<file path="src/rtl/rsti_pkg.sv">
// Package with payload types, character codes and helpers for the string-to-integer core.
`default_nettype none
package rsti_pkg;

    // Default accumulator width.
    localparam int VALUE_BITS_DEFAULT = 32;

    // Radix register.
    localparam int RADIX_BITS = 6;
    localparam logic [RADIX_BITS-1:0] RADIX_RESET = 6'd10;
    localparam logic [RADIX_BITS-1:0] RADIX_BIN   = 6'd2;
    localparam logic [RADIX_BITS-1:0] RADIX_OCT   = 6'd8;
    localparam logic [RADIX_BITS-1:0] RADIX_DEC   = 6'd10;
    localparam logic [RADIX_BITS-1:0] RADIX_HEX   = 6'd16;

    // Character codes.
    localparam logic [7:0] CHAR_MINUS  = 8'h2d;
    localparam logic [7:0] CHAR_PLUS   = 8'h2b;
    localparam logic [7:0] CHAR_ZERO   = 8'h30;
    localparam logic [7:0] CHAR_NINE   = 8'h39;
    localparam logic [7:0] CHAR_LOW_A  = 8'h61;
    localparam logic [7:0] CHAR_LOW_F  = 8'h66;
    localparam logic [7:0] CHAR_LOW_X  = 8'h78;

    // Position counter.
    localparam int POS_BITS = 16;
    localparam logic [POS_BITS-1:0] POS_MAX = 16'hffff;

    // Input request: one character of the string.
    typedef struct packed {
        logic [7:0] character;
        logic       first;
    } in_req_t;

    // Output request: one converted number.
    typedef struct packed {
        logic signed [31:0]    value;
        logic [POS_BITS-1:0]   end_offset;
        logic                  overflow;
    } out_req_t;

    // Parse phase, one-hot.
    typedef enum logic [3:0] {
        PH_IDLE        = 4'b0001,
        PH_AFTER_SIGN  = 4'b0010,
        PH_PREFIX_ZERO = 4'b0100,
        PH_DIGITS      = 4'b1000
    } phase_t;

    // Map the register to the base actually used: anything but 2, 8, 16 means 10.
    function automatic logic [RADIX_BITS-1:0] effective_base(input logic [RADIX_BITS-1:0] r);
        logic [RADIX_BITS-1:0] b;
        b = RADIX_DEC;
        if (r == RADIX_BIN || r == RADIX_OCT || r == RADIX_HEX)
        begin
            b = r;
        end
        return b;
    endfunction

    // Digit value of a character; lowercase hex only. Bit 4 is the valid flag.
    function automatic logic [4:0] decode_digit(input logic [7:0] c);
        logic [4:0] r;
        logic [7:0] t;
        r = 5'd0;
        t = 8'd0;
        if (c >= CHAR_ZERO && c <= CHAR_NINE)
        begin
            t = c - CHAR_ZERO;
            r = {1'b1, t[3:0]};
        end
        else if (c >= CHAR_LOW_A && c <= CHAR_LOW_F)
        begin
            t = c - CHAR_LOW_A + 8'd10;
            r = {1'b1, t[3:0]};
        end
        return r;
    endfunction

endpackage
`default_nettype wire

</file>
<file path="src/rtl/radix_string_to_integer_core.sv">
// Streaming string-to-integer converter: input register, one parse step, result register.
// A terminating character's result passes from the input register through the parse step into the result register.
// Throughput: one character per cycle unless stalled; the Horner step is shifts and at most two adds.
// A result waiting in the result register holds the parse stage, and the input then stalls
// once the input stage is full.
// Reset (rst_n low, asynchronous) empties both stages, clears the parse state to idle
// and sets the radix register to 10.
`default_nettype none
module radix_string_to_integer_core #(
    parameter int VALUE_BITS = rsti_pkg::VALUE_BITS_DEFAULT
) (
    input  wire                                clk,
    input  wire                                rst_n,
    input  wire                                in_valid,
    output logic                               in_ready,
    input  rsti_pkg::in_req_t                  in_data,
    output logic                               out_valid,
    input  wire                                out_ready,
    output rsti_pkg::out_req_t                 out_data,
    input  wire                                radix_we,
    input  wire [rsti_pkg::RADIX_BITS-1:0]     radix_wdata
);

    localparam int EXT_BITS = VALUE_BITS + 4;
    localparam int PB = rsti_pkg::POS_BITS;

    // Registers.
    logic [rsti_pkg::RADIX_BITS-1:0] radix_reg;
    logic                            s1_valid_reg;
    rsti_pkg::in_req_t               s1_data_reg;
    rsti_pkg::phase_t                phase_reg, phase_next;
    logic                            neg_reg, neg_next;
    logic [VALUE_BITS-1:0]           acc_reg, acc_next;
    logic [PB-1:0]                   pos_reg, pos_next;
    logic                            wrap_reg, wrap_next;
    logic                            out_valid_reg, out_valid_next;
    rsti_pkg::out_req_t              out_data_reg, out_data_next;

    logic                            s1_fire;
    logic                            emit;
    logic [rsti_pkg::RADIX_BITS-1:0] base;
    logic                            is_hex;
    logic [4:0]                      digit;
    logic                            digit_ok;
    logic [EXT_BITS-1:0]             acc_ext;
    logic [EXT_BITS-1:0]             prod;
    logic [VALUE_BITS-1:0]           mag;
    logic [PB-1:0]                   pos_adv;
    logic [7:0]                      c;

    // Handshake: the parse stage moves when the result register can take a request.
    assign s1_fire  = s1_valid_reg && (!out_valid_reg || out_ready);
    assign in_ready = !s1_valid_reg || s1_fire;
    assign out_valid = out_valid_reg;
    assign out_data  = out_data_reg;

    // Digit decode and Horner step for the current base.
    assign c        = s1_data_reg.character;
    assign base     = rsti_pkg::effective_base(radix_reg);
    assign is_hex   = (base == rsti_pkg::RADIX_HEX);
    assign digit    = rsti_pkg::decode_digit(c);
    assign digit_ok = digit[4] && ({1'b0, digit[3:0]} < base);

    // One parse step on the registered character.
    always_comb
    begin
        logic try_digit;
        try_digit      = 1'b0;
        phase_next     = phase_reg;
        neg_next       = neg_reg;
        acc_next       = acc_reg;
        pos_next       = pos_reg;
        wrap_next      = wrap_reg;
        emit           = 1'b0;
        acc_ext        = '0;
        prod           = '0;
        mag            = '0;
        pos_adv        = '0;

        if (s1_data_reg.first)
        begin
            neg_next   = 1'b0;
            acc_next   = '0;
            pos_next   = '0;
            wrap_next  = 1'b0;
            phase_next = rsti_pkg::PH_AFTER_SIGN;
        end

        pos_adv = (pos_next == rsti_pkg::POS_MAX) ? pos_next : pos_next + 1'b1;

        if (s1_data_reg.first && (c == rsti_pkg::CHAR_MINUS || c == rsti_pkg::CHAR_PLUS))
        begin
            neg_next = (c == rsti_pkg::CHAR_MINUS);
            pos_next = pos_adv;
        end
        else
        begin
            case (phase_next)
                rsti_pkg::PH_AFTER_SIGN:
                begin
                    if (is_hex && c == rsti_pkg::CHAR_ZERO)
                    begin
                        pos_next   = pos_adv;
                        phase_next = rsti_pkg::PH_PREFIX_ZERO;
                    end
                    else
                    begin
                        phase_next = rsti_pkg::PH_DIGITS;
                        try_digit  = 1'b1;
                    end
                end
                rsti_pkg::PH_PREFIX_ZERO:
                begin
                    phase_next = rsti_pkg::PH_DIGITS;
                    if (is_hex && c == rsti_pkg::CHAR_LOW_X)
                    begin
                        pos_next = pos_adv;
                    end
                    else
                    begin
                        try_digit = 1'b1;
                    end
                end
                rsti_pkg::PH_DIGITS:
                begin
                    try_digit = 1'b1;
                end
                default:
                begin
                    try_digit = 1'b0;
                end
            endcase
        end

        // Multiply by the base with shifts, then add the digit.
        acc_ext = {4'b0000, acc_next};
        case (base)
            rsti_pkg::RADIX_BIN: prod = acc_ext << 1;
            rsti_pkg::RADIX_OCT: prod = acc_ext << 3;
            rsti_pkg::RADIX_HEX: prod = acc_ext << 4;
            default:             prod = (acc_ext << 3) + (acc_ext << 1);
        endcase
        prod = prod + EXT_BITS'(digit[3:0]);

        if (try_digit)
        begin
            if (digit_ok)
            begin
                if (prod[EXT_BITS-1:VALUE_BITS] != 4'b0000)
                begin
                    wrap_next = 1'b1;
                end
                acc_next = prod[VALUE_BITS-1:0];
                pos_next = pos_adv;
            end
            else
            begin
                emit       = 1'b1;
                phase_next = rsti_pkg::PH_IDLE;
            end
        end

        // Apply the sign; the cast sign-extends or truncates to 32 bits.
        mag = neg_next ? (VALUE_BITS'(0) - acc_next) : acc_next;
        out_data_next.value      = 32'(signed'(mag));
        out_data_next.end_offset = pos_next;
        out_data_next.overflow   = wrap_next;
    end

    // Result register valid.
    always_comb
    begin
        out_valid_next = out_valid_reg;
        if (s1_fire && emit)
        begin
            out_valid_next = 1'b1;
        end
        else if (out_ready)
        begin
            out_valid_next = 1'b0;
        end
    end

    // Control state.
    always_ff @(posedge clk or negedge rst_n)
    begin
        if (!rst_n)
        begin
            radix_reg     <= rsti_pkg::RADIX_RESET;
            s1_valid_reg  <= 1'b0;
            phase_reg     <= rsti_pkg::PH_IDLE;
            neg_reg       <= 1'b0;
            acc_reg       <= '0;
            pos_reg       <= '0;
            wrap_reg      <= 1'b0;
            out_valid_reg <= 1'b0;
        end
        else
        begin
            if (radix_we)
            begin
                radix_reg <= radix_wdata;
            end
            if (in_ready)
            begin
                s1_valid_reg <= in_valid;
            end
            if (s1_fire)
            begin
                phase_reg <= phase_next;
                neg_reg   <= neg_next;
                acc_reg   <= acc_next;
                pos_reg   <= pos_next;
                wrap_reg  <= wrap_next;
            end
            out_valid_reg <= out_valid_next;
        end
    end

    // Payload registers.
    always_ff @(posedge clk)
    begin
        if (in_ready && in_valid)
        begin
            s1_data_reg <= in_data;
        end
        if (s1_fire && emit)
        begin
            out_data_reg <= out_data_next;
        end
    end

endmodule
`default_nettype wire
</file>
<file path="config.mk">
export PLATFORM = sky130hd
export DESIGN_NAME = radix_string_to_integer_core
export DESIGN_NICKNAME = d
export VERILOG_FILES = /design/src/rtl/rsti_pkg.sv /design/src/rtl/radix_string_to_integer_core.sv
export SDC_FILE = /design/constraint.sdc
export NUM_CORES = 1
export LEC_CHECK = 0
export ABC_AREA = 1
export BUFFER_PORTS_ARGS = -buffer_cell sky130_fd_sc_hd__buf_2
export CAP_MARGIN = 20
export CORE_MARGIN = 8
export CORE_UTILIZATION = 40
export CTS_CLUSTER_DIAMETER = 40
export DETAILED_ROUTE_END_ITERATION = 12
export PLACE_DENSITY = 0.65
export SYNTH_ARGS = -nofsm -noshare
export SYNTH_HDL_FRONTEND = slang
export SYNTH_SLANG_ARGS = --single-unit
</file>
<file path="constraint.sdc">
create_clock -name clk -period 13.64 [get_ports clk]
set_clock_uncertainty 0.2 [all_clocks]
set_input_delay 1.364 -clock clk [delete_from_list [all_inputs] [get_ports clk]]
set_output_delay 1.364 -clock clk [all_outputs]
set_load 0.02 [all_outputs]
</file>
# After elaboration in Yosys (flattened, before gate mapping)
# Cells that the tools add are included.
# word_totals
reg_bits,120
input_bits,20
word_cells,93
# classes
n_reduce_logical,18
add_sub_neg,7
n_eq_ne,14
n_mux,36
magnitude_cmp,5
# op_table
op,count
$mux 32,4
$mux 16,7
$pmux 36 s3,1
$add 35x33->36,1
$add 36x4->36,1
$pmux 16 s2,1
$sub 1x32->32 const A,1
$eq 8x6->1 const B,3
$mux 4,5
$add 16x1->16 const B,1
$eq 16x16->1 const B,1
$mux 1,13
$eq 6x2->1 const B,2
$eq 6x4->1 const B,2
$eq 6x5->1 const B,2
$mux 5,2
$logic_and 1x1->1,9
$eq 8x7->1 const B,1
$ge 8x6->1 const B,1
$ge 8x7->1 const B,1
$le 8x6->1 const B,1
$le 8x7->1 const B,1
$pmux 4 s2,1
$sub 4x1->4 const B,2
11 further kinds,16

# Depth between registers and ports, before layout
# Gate-level depths: netlist of run 1.
# logic_depth
depth_word,12
ltp_mapped,35

# Worst setup path before layout of run 1
# No wires, ideal clock.
# synth_path
path_type,register to register
start,register radix_reg[3] (netlist name)
end,register out_data_reg (netlist bit out_data[0]) (enable)
setup_time_ns,0.456
setup_slack_ns,8.276
arrival_time_ns,4.708
path_stages_with_launch,18
cell_sequence,dfstp_2 o21ai_0 nand2_1 nor2_1 inv_2 buf_2 buf_1 clkbuf_1 nor2_1 ha_1 inv_1 nor2_1 o21ai_0 nand2_1 inv_1 nor2_1 inv_1 nor2_1
# synth_via
elab_chain_cells,11
word_cells_on_any_way,18
cone_classes,order compare (1); eq/ne (4); mux (7); reduce/logical (6)
# synth_rtl
element,line_no,rtl
start: declaration,radix_string_to_integer_core.sv:28,logic [rsti_pkg::RADIX_BITS-1:0] radix_reg;
start signal: assignment,radix_string_to_integer_core.sv:189,radix_reg <= rsti_pkg::RADIX_RESET;
start signal: assignment,radix_string_to_integer_core.sv:202,radix_reg <= radix_wdata;
$eq 6x2->1 or $eq 6x4->1 (tied branches),rsti_pkg.sv:54,if (r == RADIX_BIN || r == RADIX_OCT || r == RADIX_HEX)
$logic_or 1x1->1 (2 in series),rsti_pkg.sv:54,
$mux 6 (*),rsti_pkg.sv:54,
$eq 6x5->1,radix_string_to_integer_core.sv:60,assign is_hex = (base == rsti_pkg::RADIX_HEX);
$logic_and 1x1->1 (on tied branches),"radix_string_to_integer_core.sv:115, radix_string_to_integer_core.sv:101",
$mux 1 (on tied branches),"radix_string_to_integer_core.sv:115, radix_string_to_integer_core.sv:101",
$pmux 1 s3,radix_string_to_integer_core.sv:98,case (phase_next)
$mux 1,radix_string_to_integer_core.sv:91,if (s1_data_reg.first && (c == rsti_pkg::CHAR_MINUS || c == rsti_pkg::CHAR_PLUS))
$mux 1 (*),radix_string_to_integer_core.sv:145,if (try_digit)
$logic_and 1x1->1 (*),radix_string_to_integer_core.sv:227,if (s1_fire && emit)
end signal: assignment,radix_string_to_integer_core.sv:229,out_data_reg <= out_data_next;
end: declaration,radix_string_to_integer_core.sv:37,"rsti_pkg::out_req_t out_data_reg, out_data_next;"
# Mark *: on every way between the ends. The rest lies on a longest branch, timed or not.
# A chain may end at the register's enable or synchronous reset.

# Final worst setup path of run 1
# layout_path
start,register radix_reg[1] (netlist name)
end,"register out_data_reg (netlist bit out_data[41]), data pin"
# layout_via
elab_chain_cells,12
word_cells_on_any_way,23
cone_classes,add/sub (2); order compare (1); eq/ne (6); mux (9); reduce/logical (5)
# layout_rtl
element,line_no,rtl
$eq 6x2->1 or $eq 6x4->1 (tied branches),rsti_pkg.sv:54,
$logic_or 1x1->1 (2 in series),rsti_pkg.sv:54,
$mux 6 (*),rsti_pkg.sv:54,
branches (longest 5 deep; another with $add 36x4->36),--,
$mux 32 (*),radix_string_to_integer_core.sv:145,
via acc_next[0],radix_string_to_integer_core.sv:33,"logic [VALUE_BITS-1:0] acc_reg, acc_next;"
$sub 1x32->32 (*),radix_string_to_integer_core.sv:164,mag = neg_next ? (VALUE_BITS'(0) - acc_next) : acc_next;
$mux 32 (*),radix_string_to_integer_core.sv:164,
via mag[24],radix_string_to_integer_core.sv:47,logic [VALUE_BITS-1:0] mag;
# Mark *: on every way through the listed nets, which the timed path passes.

==> impl_metrics.env, run 1 <==
export IMPL_finalMaxSlewViolations=0
export IMPL_clkLatencyLatePin_ns=0.42
export IMPL_antenna_found_initial=0
export IMPL_cp_slowest_cell="nand2_1"
export IMPL_r2r_end="out_data[41]"
export IMPL_drive_gt1_frac=0.1461
export IMPL_synthArstFlopShare=0.5167
export IMPL_cts_root_buf="clkbuf_16"
export IMPL_end_kind="flip-flop"
export IMPL_drc=0
export IMPL_rsz0062_at_grt="false"
export IMPL_final_area_um2=12710
export IMPL_min_path_cells=2
export IMPL_synthCells=1789
export IMPL_cts_hold_buf=0
export IMPL_grt_max_degree=64
export IMPL_max_cap_violations=0
export IMPL_dp_hpwl_um=26470
export IMPL_slowest_delay_ns=0.69
export IMPL_grt_pass1_vias=11150
export IMPL_finalCriticalPeriod_ns=5.802
export IMPL_fin_crit_sh=0.4254
export IMPL_cp_max_fo=55
export IMPL_dieArea_um2=34330
export IMPL_sw_frac_of_total=0.3561
export IMPL_yosys_cell_types_count=60
export IMPL_combinationalPowerShare=0.289
export IMPL_firstDrtPassIters=5
export IMPL_tightestPinTransition_ns=0.9565
export IMPL_max_freq_mhz=172.4
export IMPL_numCtsBuffers=17
export IMPL_whs_ns=0.2850
export IMPL_globalplace_congestion=0.9350
export IMPL_cp_required_ns=13.62
export IMPL_via_per_inst=5.263
export IMPL_clockPowerShare=0.352
export IMPL_core_area_um2=28470
export IMPL_cp_arrival_ns=5.78
export IMPL_die_h_um=185.3
export IMPL_synth_edf_count=58
export IMPL_min_delay_start="acc_reg[25]"
export IMPL_gr_usage_met1=0.2539
export IMPL_hold_path_class="flip-flop to flip-flop"
export IMPL_grt_most_used_layer="met2"
export IMPL_grtUsageMet2=0.3490
export IMPL_synth_area_leaders="nand2_1 (19%), edfxtp_1 (15%), dfrtp_1 (13%), inv_1 (7.4%), nand3_1 (6.8%)"
export IMPL_setup_tns_ns=0
export IMPL_largest_register_ffs=49
export IMPL_start_util=0.4027
export IMPL_setup_violations=0
export IMPL_switchingPower_w=0.0004468
export IMPL_p_per_area_nw_per_um2=98.68
export IMPL_routed_wirelength_um=34340
export IMPL_r2r_setup_slack_ns=7.84
export IMPL_rows=62
export IMPL_cts_tree="built"
export IMPL_p_seq_frac=0.358
export IMPL_setup_slack_ns=7.838
export IMPL_grt_use_total=0.2027
export IMPL_finalHoldViolCount=0
export IMPL_r2r_start="radix_reg[1]"
export IMPL_synth_area_um2=11460
export IMPL_numClockSinks=120
export IMPL_wl_per_cell_um=15.34
export IMPL_synth_ff_latch_count=120
export IMPL_ant_nets=0
export IMPL_synth_top_area_share=0.1883
export IMPL_antenna_cells=0
export IMPL_ys_flop_type="dfrtp_1"
export IMPL_ir_worst_vdd_uv=92.16
export IMPL_status="completed"
export IMPL_grt_pass1_wl_um=55860
export IMPL_critPathLaunchType="flip-flop"
export IMPL_ys_warn_count=0
export IMPL_drt_iter0_markers=915
export IMPL_synth_nets=1836
export IMPL_synth_largest_area_cell="nand2_1"
export IMPL_gr_total_overflow=0
export IMPL_relSlewSlack=0.3608
export IMPL_pre_cts_slack_ns=7.919
export IMPL_max_clock_path_buffers=2
export IMPL_portBuffers=70
export IMPL_postCtsSetupRepairBufs=0
export IMPL_gr_usage_met3=0.03060
export IMPL_synthToLayoutAreaGrowth_pct=10.90
export IMPL_internal_power_w=0.0008077
export IMPL_worst_setup_path_type="flip-flop to flip-flop"
export IMPL_r2r_cells=30
export IMPL_clk_pin_slew_worst_paths_ns=0.06
export IMPL_ioPinCount=71
export IMPL_worst_path_most_repeated_cell="nand2_1"
export IMPL_htreeDepth=4
export IMPL_avgSynthCellArea_um2=6.408
export IMPL_yosysSeqAreaShare=0.2876
export IMPL_place_area_um2=12150
export IMPL_min_to="acc_reg[25]"
export IMPL_cts_repair_resized=0
export IMPL_vias=11780
export IMPL_fin_nets=1889
export IMPL_fp_dieW_um=185.3
export IMPL_power_leakage_nw=6.175
## cell type report
class / instances / area [um2]
clock buffers: 19 / 432.9
clock inverters: 13 / 135.1
fillers: 2977 / 15760
inverters: 248 / 933.4
multi-input cells: 1375 / 7009
flip-flops and latches: 120 / 3297
well taps: 384 / 480.5
repair buffers: 80 / 425.4
## cell families (layout without fill, tap and decap cells)
kind of cell / after synthesis / in the layout / synth area share
simple gates: 1075 / 1075 / 0.4303
buf+inv: 294 / 360 / 0.1019
compound gates: 230 / 230 / 0.1176
flops: 120 / 120 / 0.2876
xor+xnor: 41 / 41 / 0.03132
fa+ha+maj: 27 / 27 / 0.03012
other cells: 1 / 1 / 0.0003271
mux: 1 / 1 / 0.0008732
## worst max path at each step
stage / start / endpoint / slack (ns)
after CTS: radix_reg[1] / out_data[41] / 7.85
after global placement: radix_reg[1] / out_data[43] / 8.01
after detailed placement: radix_reg[1] / out_data[41] / 7.92
after global routing: radix_reg[1] / out_data[41] / 7.27
final: radix_reg[1] / out_data[41] / 7.84
after floorplan: radix_reg[3] / out_data[0] / 8.28
## worst max-delay path: cells and delay by family (launching register included)
family          cells  cell delay [ns]
simple gates       20             3.44
fa+ha+maj           2             0.50
buf+inv             4             0.23
flops               1             0.56
compound gates      4             0.63
## cells in the final DEF, fill, tap and decap left out, types with 5 or more instances in the layout
master     count
nand2_4        7
o22ai_1       25
nor3_1        13
nand4_1       32
inv_2         18
nand3_1      155
o21ai_1        6
o32ai_1       12
buf_4         10
a21oi_1       52
xnor2_1        5
o21ai_0       95
inv_1        227
nor3_2         6
clkinv_2       6
nor2_4        15
a31oi_1        6
buf_2         70
xor2_1        36
clkbuf_16     17
nor2_1       159
nand2_2       50
nor2_2        31
ha_1          26
nand3_2       20
dfrtp_1       59
nand2_1      575
edfxtp_1      58
clkinv_1       6
## power groups by stage
stage | logic, W | registers [W] | clock network [W]
5_1_grt | 0.000404 | 0.000454 | 0.000464
2_1_floorplan | 0.000242 | 0.000472 | 0
6_report | 0.000363 | 0.000450 | 0.000442
3_3_place_gp | 0.000359 | 0.000455 | 0
4_1_cts | 0.000364 | 0.000450 | 0.000449
3_5_place_dp | 0.000362 | 0.000456 | 0
## Yosys cell counts (all sizes together), types with 12 or more instances
master / number
nand2: 632
inv: 246
nor2: 207
nand3: 177
o21ai: 104
dfrtp: 59
edfxtp: 58
a21oi: 55
xor2: 36
nand4: 32
ha: 26
o22ai: 25
clkbuf: 24
buf: 22
nor3: 19
o32ai: 12
## metrics by stage
stage          instances    util  total power (W)
2_1_floorplan       1789       -        0.0007136
4_1_cts             2239  0.4466         0.001262
6_report            2239  0.4466         0.001255
5_1_grt             2239  0.4466         0.001322
3_3_place_gp        2207  0.4266        0.0008138
3_5_place_dp        2207  0.4266        0.0008178
## routing by layer
layer / vias to the layer above / wire length [um]
met5: - / 0
met4: 0 / 1078
li1: 5909 / -
met2: 394 / 16500
met3: 70 / 1958
met1: 5410 / 14800
(Power assumes the default switching activity.)
==> inputs of run 2 (changes only) <==
--- a/config.mk
+++ b/config.mk
@@ -12,7 +12,7 @@
 export CORE_UTILIZATION = 40
 export CTS_CLUSTER_DIAMETER = 40
 export DETAILED_ROUTE_END_ITERATION = 12
-export PLACE_DENSITY = 0.65
+export PLACE_DENSITY = 0.68
 export SYNTH_ARGS = -nofsm -noshare
 export SYNTH_HDL_FRONTEND = slang
 export SYNTH_SLANG_ARGS = --single-unit
==> constraint.sdc (replaced) <==
create_clock -name clk -period 5.2 [get_ports clk]
set_clock_uncertainty 0.2 [all_clocks]
set_input_delay 0.52 -clock clk [delete_from_list [all_inputs] [get_ports clk]]
set_output_delay 0.52 -clock clk [all_outputs]
set_load 0.02 [all_outputs]
==> impl_metrics.env, run 2 (synthesis results as in run 1) <==
export IMPL_status="completed"
export IMPL_critPathLaunchType="flip-flop"
export IMPL_gr_total_overflow=0
export IMPL_cp_required_ns=5.17
export IMPL_worst_setup_path_type="flip-flop to flip-flop"
export IMPL_fill_cells=2920
export IMPL_setup_slack_ns=0.3839
export IMPL_seq_area_um2=3297
export IMPL_synthToLayoutAreaGrowth_pct=13.07
export IMPL_grt_max_degree=63
export IMPL_finalHoldViolCount=0
export IMPL_vias=11940
export IMPL_globalplace_congestion=0.9583
export IMPL_total_power_w=0.003436
export IMPL_r2r_start="s1_data_reg[0]"
export IMPL_largest_register_ffs=49
export IMPL_firstDrtPassIters=5
export IMPL_fin_crit_sh=0.9262
export IMPL_routed_wirelength_um=35260
export IMPL_drt_iter0_markers=1221
export IMPL_slowest_delay_ns=0.55
export IMPL_numCtsBuffers=17
export IMPL_combinationalPowerShare=0.284
export IMPL_crit_path_end="out_data[47]"
export IMPL_cp_max_fo=36
export IMPL_fin_nets=1902
export IMPL_r2r_setup_slack_ns=0.38
export IMPL_max_freq_mhz=207.6
export IMPL_cts_hold_buf=0
export IMPL_end_kind="flip-flop"
export IMPL_max_clock_path_buffers=2
export IMPL_ant_nets=0
export IMPL_dp_hpwl_um=27140
export IMPL_cp_depth=25
export IMPL_core_area_um2=28470
export IMPL_ir_worst_vdd_uv=227.3
export IMPL_drive_gt1_frac=0.1563
export IMPL_p_seq_frac=0.345
export IMPL_wl_per_cell_um=15.65
export IMPL_finalCriticalPeriod_ns=4.816
export IMPL_htreeDepth=4
export IMPL_start_util=0.4027
export IMPL_cts_root_buf="clkbuf_16"
export IMPL_antenna_found_initial=0
export IMPL_pre_cts_slack_ns=0.3880
export IMPL_setup_tns_ns=0
export IMPL_finalNonFillerCells=2252
export IMPL_sw_frac_of_total=0.3489
export IMPL_dieArea_um2=34330
export IMPL_drc=0
export IMPL_clockPowerShare=0.371
export IMPL_worst_path_most_repeated_cell="nand2_1"
export IMPL_grt_pass1_vias=11280
export IMPL_layout_commonest_cell="nand2_1"
export IMPL_numClockSinks=120
export IMPL_die_h_um=185.3
export IMPL_clk_pin_slew_worst_paths_ns=0.06
export IMPL_grt_pass1_wl_um=56020
export IMPL_internal_power_w=0.002237
export IMPL_dp_cells=2216
export IMPL_max_cap_violations=0
export IMPL_ioPinCount=71
export IMPL_multi_input_area_um2=7039
export IMPL_hold_path_class="primary input to flip-flop"
export IMPL_r2r_cells=25
export IMPL_cpLargestDelayFamily="simple AND/OR/NAND/NOR gates"
export IMPL_r2r_end="out_data[47]"
export IMPL_crit_buf_inv=5
export IMPL_p_per_area_nw_per_um2=265.1
export IMPL_portBuffers=70
export IMPL_cts_tree="built"
export IMPL_rows=62
export IMPL_via_per_inst=5.302
export IMPL_cp_arrival_ns=4.79
export IMPL_setup_violations=0
export IMPL_clkLatencyLatePin_ns=0.42
export IMPL_cp_startpoint="s1_data_reg[0]"
export IMPL_relSlewSlack=0.4016
export IMPL_finalMaxSlewViolations=0
export IMPL_cp_slowest_cell="edfxtp_1"
export IMPL_antenna_cells=0
export IMPL_fp_dieW_um=185.3
export IMPL_final_util=0.4553
export IMPL_tightestPinTransition_ns=0.8975
export IMPL_mostFrequentLayoutCells="nand2_1 (574), inv_1 (227), nor2_1 (155), nand3_1 (155), o21ai_0 (94)"
export IMPL_switchingPower_w=0.001199
export IMPL_grt_use_total=0.2023
export IMPL_power_leakage_nw=6.292
-- run 2: cell types whose count changed in the layout (fill, tap and decap cells not counted), moves of 2 or more --
cell       change
buf_4          +9
nor2_1         -4
buf_12         +3
clkinv_4       +3
bufinv_16      +2
clkbuf_1       -2
clkinv_2       -2
nor2_2         +2
nor2_4         +2
-- run 2: power groups by stage --
stage,clock network [W],registers (W),logic [W]
after floorplan,0,0.00124,0.000636
after global placement,0,0.00120,0.000939
after detailed placement,0,0.00120,0.000949
after CTS,0.00128,0.00118,0.000956
after global routing,0.00132,0.00119,0.00109
final,0.00128,0.00118,0.000977
-- run 2: what timing repair did --
item                       CTS  global route
setup endpoints to repair    0            12
setup buffers                0             3
resized for setup            0            12
-- run 2: layout make-up --
type | count | share of cell area
Clock buffer | 17 | 0.03282
Sequential cell | 120 | 0.2544
Inverter | 248 | 0.07201
Timing Repair Buffer | 93 | 0.04460
Tap cell | 384 | 0.03707
Multi-Input combinational cell | 1375 | 0.5431
Clock inverter | 15 | 0.01602
-- run 2: metrics by stage --
step                hold slack (ns)  area (um2)
floorplan                   0.02441       11470
global placement             0.2700       12230
detailed placement           0.2887       12230
CTS                         0.06930       12860
global route                0.06613       12960
finish                      0.07496       12960
-- run 2: how the worst min path moves through the flow --
stage / to / slack [ns] / cells after the start / startpoint
3_3_place_gp: acc_reg[28] / 0.27 / 2 / acc_reg[28]
5_1_grt: c[2] / 0.07 / 1 / in_data[3]
6_report: s1_data_reg[0] / 0.07 / 1 / in_data[0]
3_5_place_dp: acc_reg[29] / 0.29 / 2 / acc_reg[29]
4_1_cts: c[7] / 0.07 / 1 / in_data[8]
2_1_floorplan: acc_reg[0] / 0.02 / 0 / rst_n
-- run 2: metal layers --
metal | vias up | global-route usage | share of wire | wire length [um]
met5 | - | 0 | 0 | 0
met1 | 5539 | 0.2506 | 0.42 | 14910
li1 | 5934 | - | - | -
met3 | 66 | 0.03080 | 0.061 | 2143
met4 | 0 | 0.06786 | 0.027 | 945
met2 | 400 | 0.3534 | 0.49 | 17260
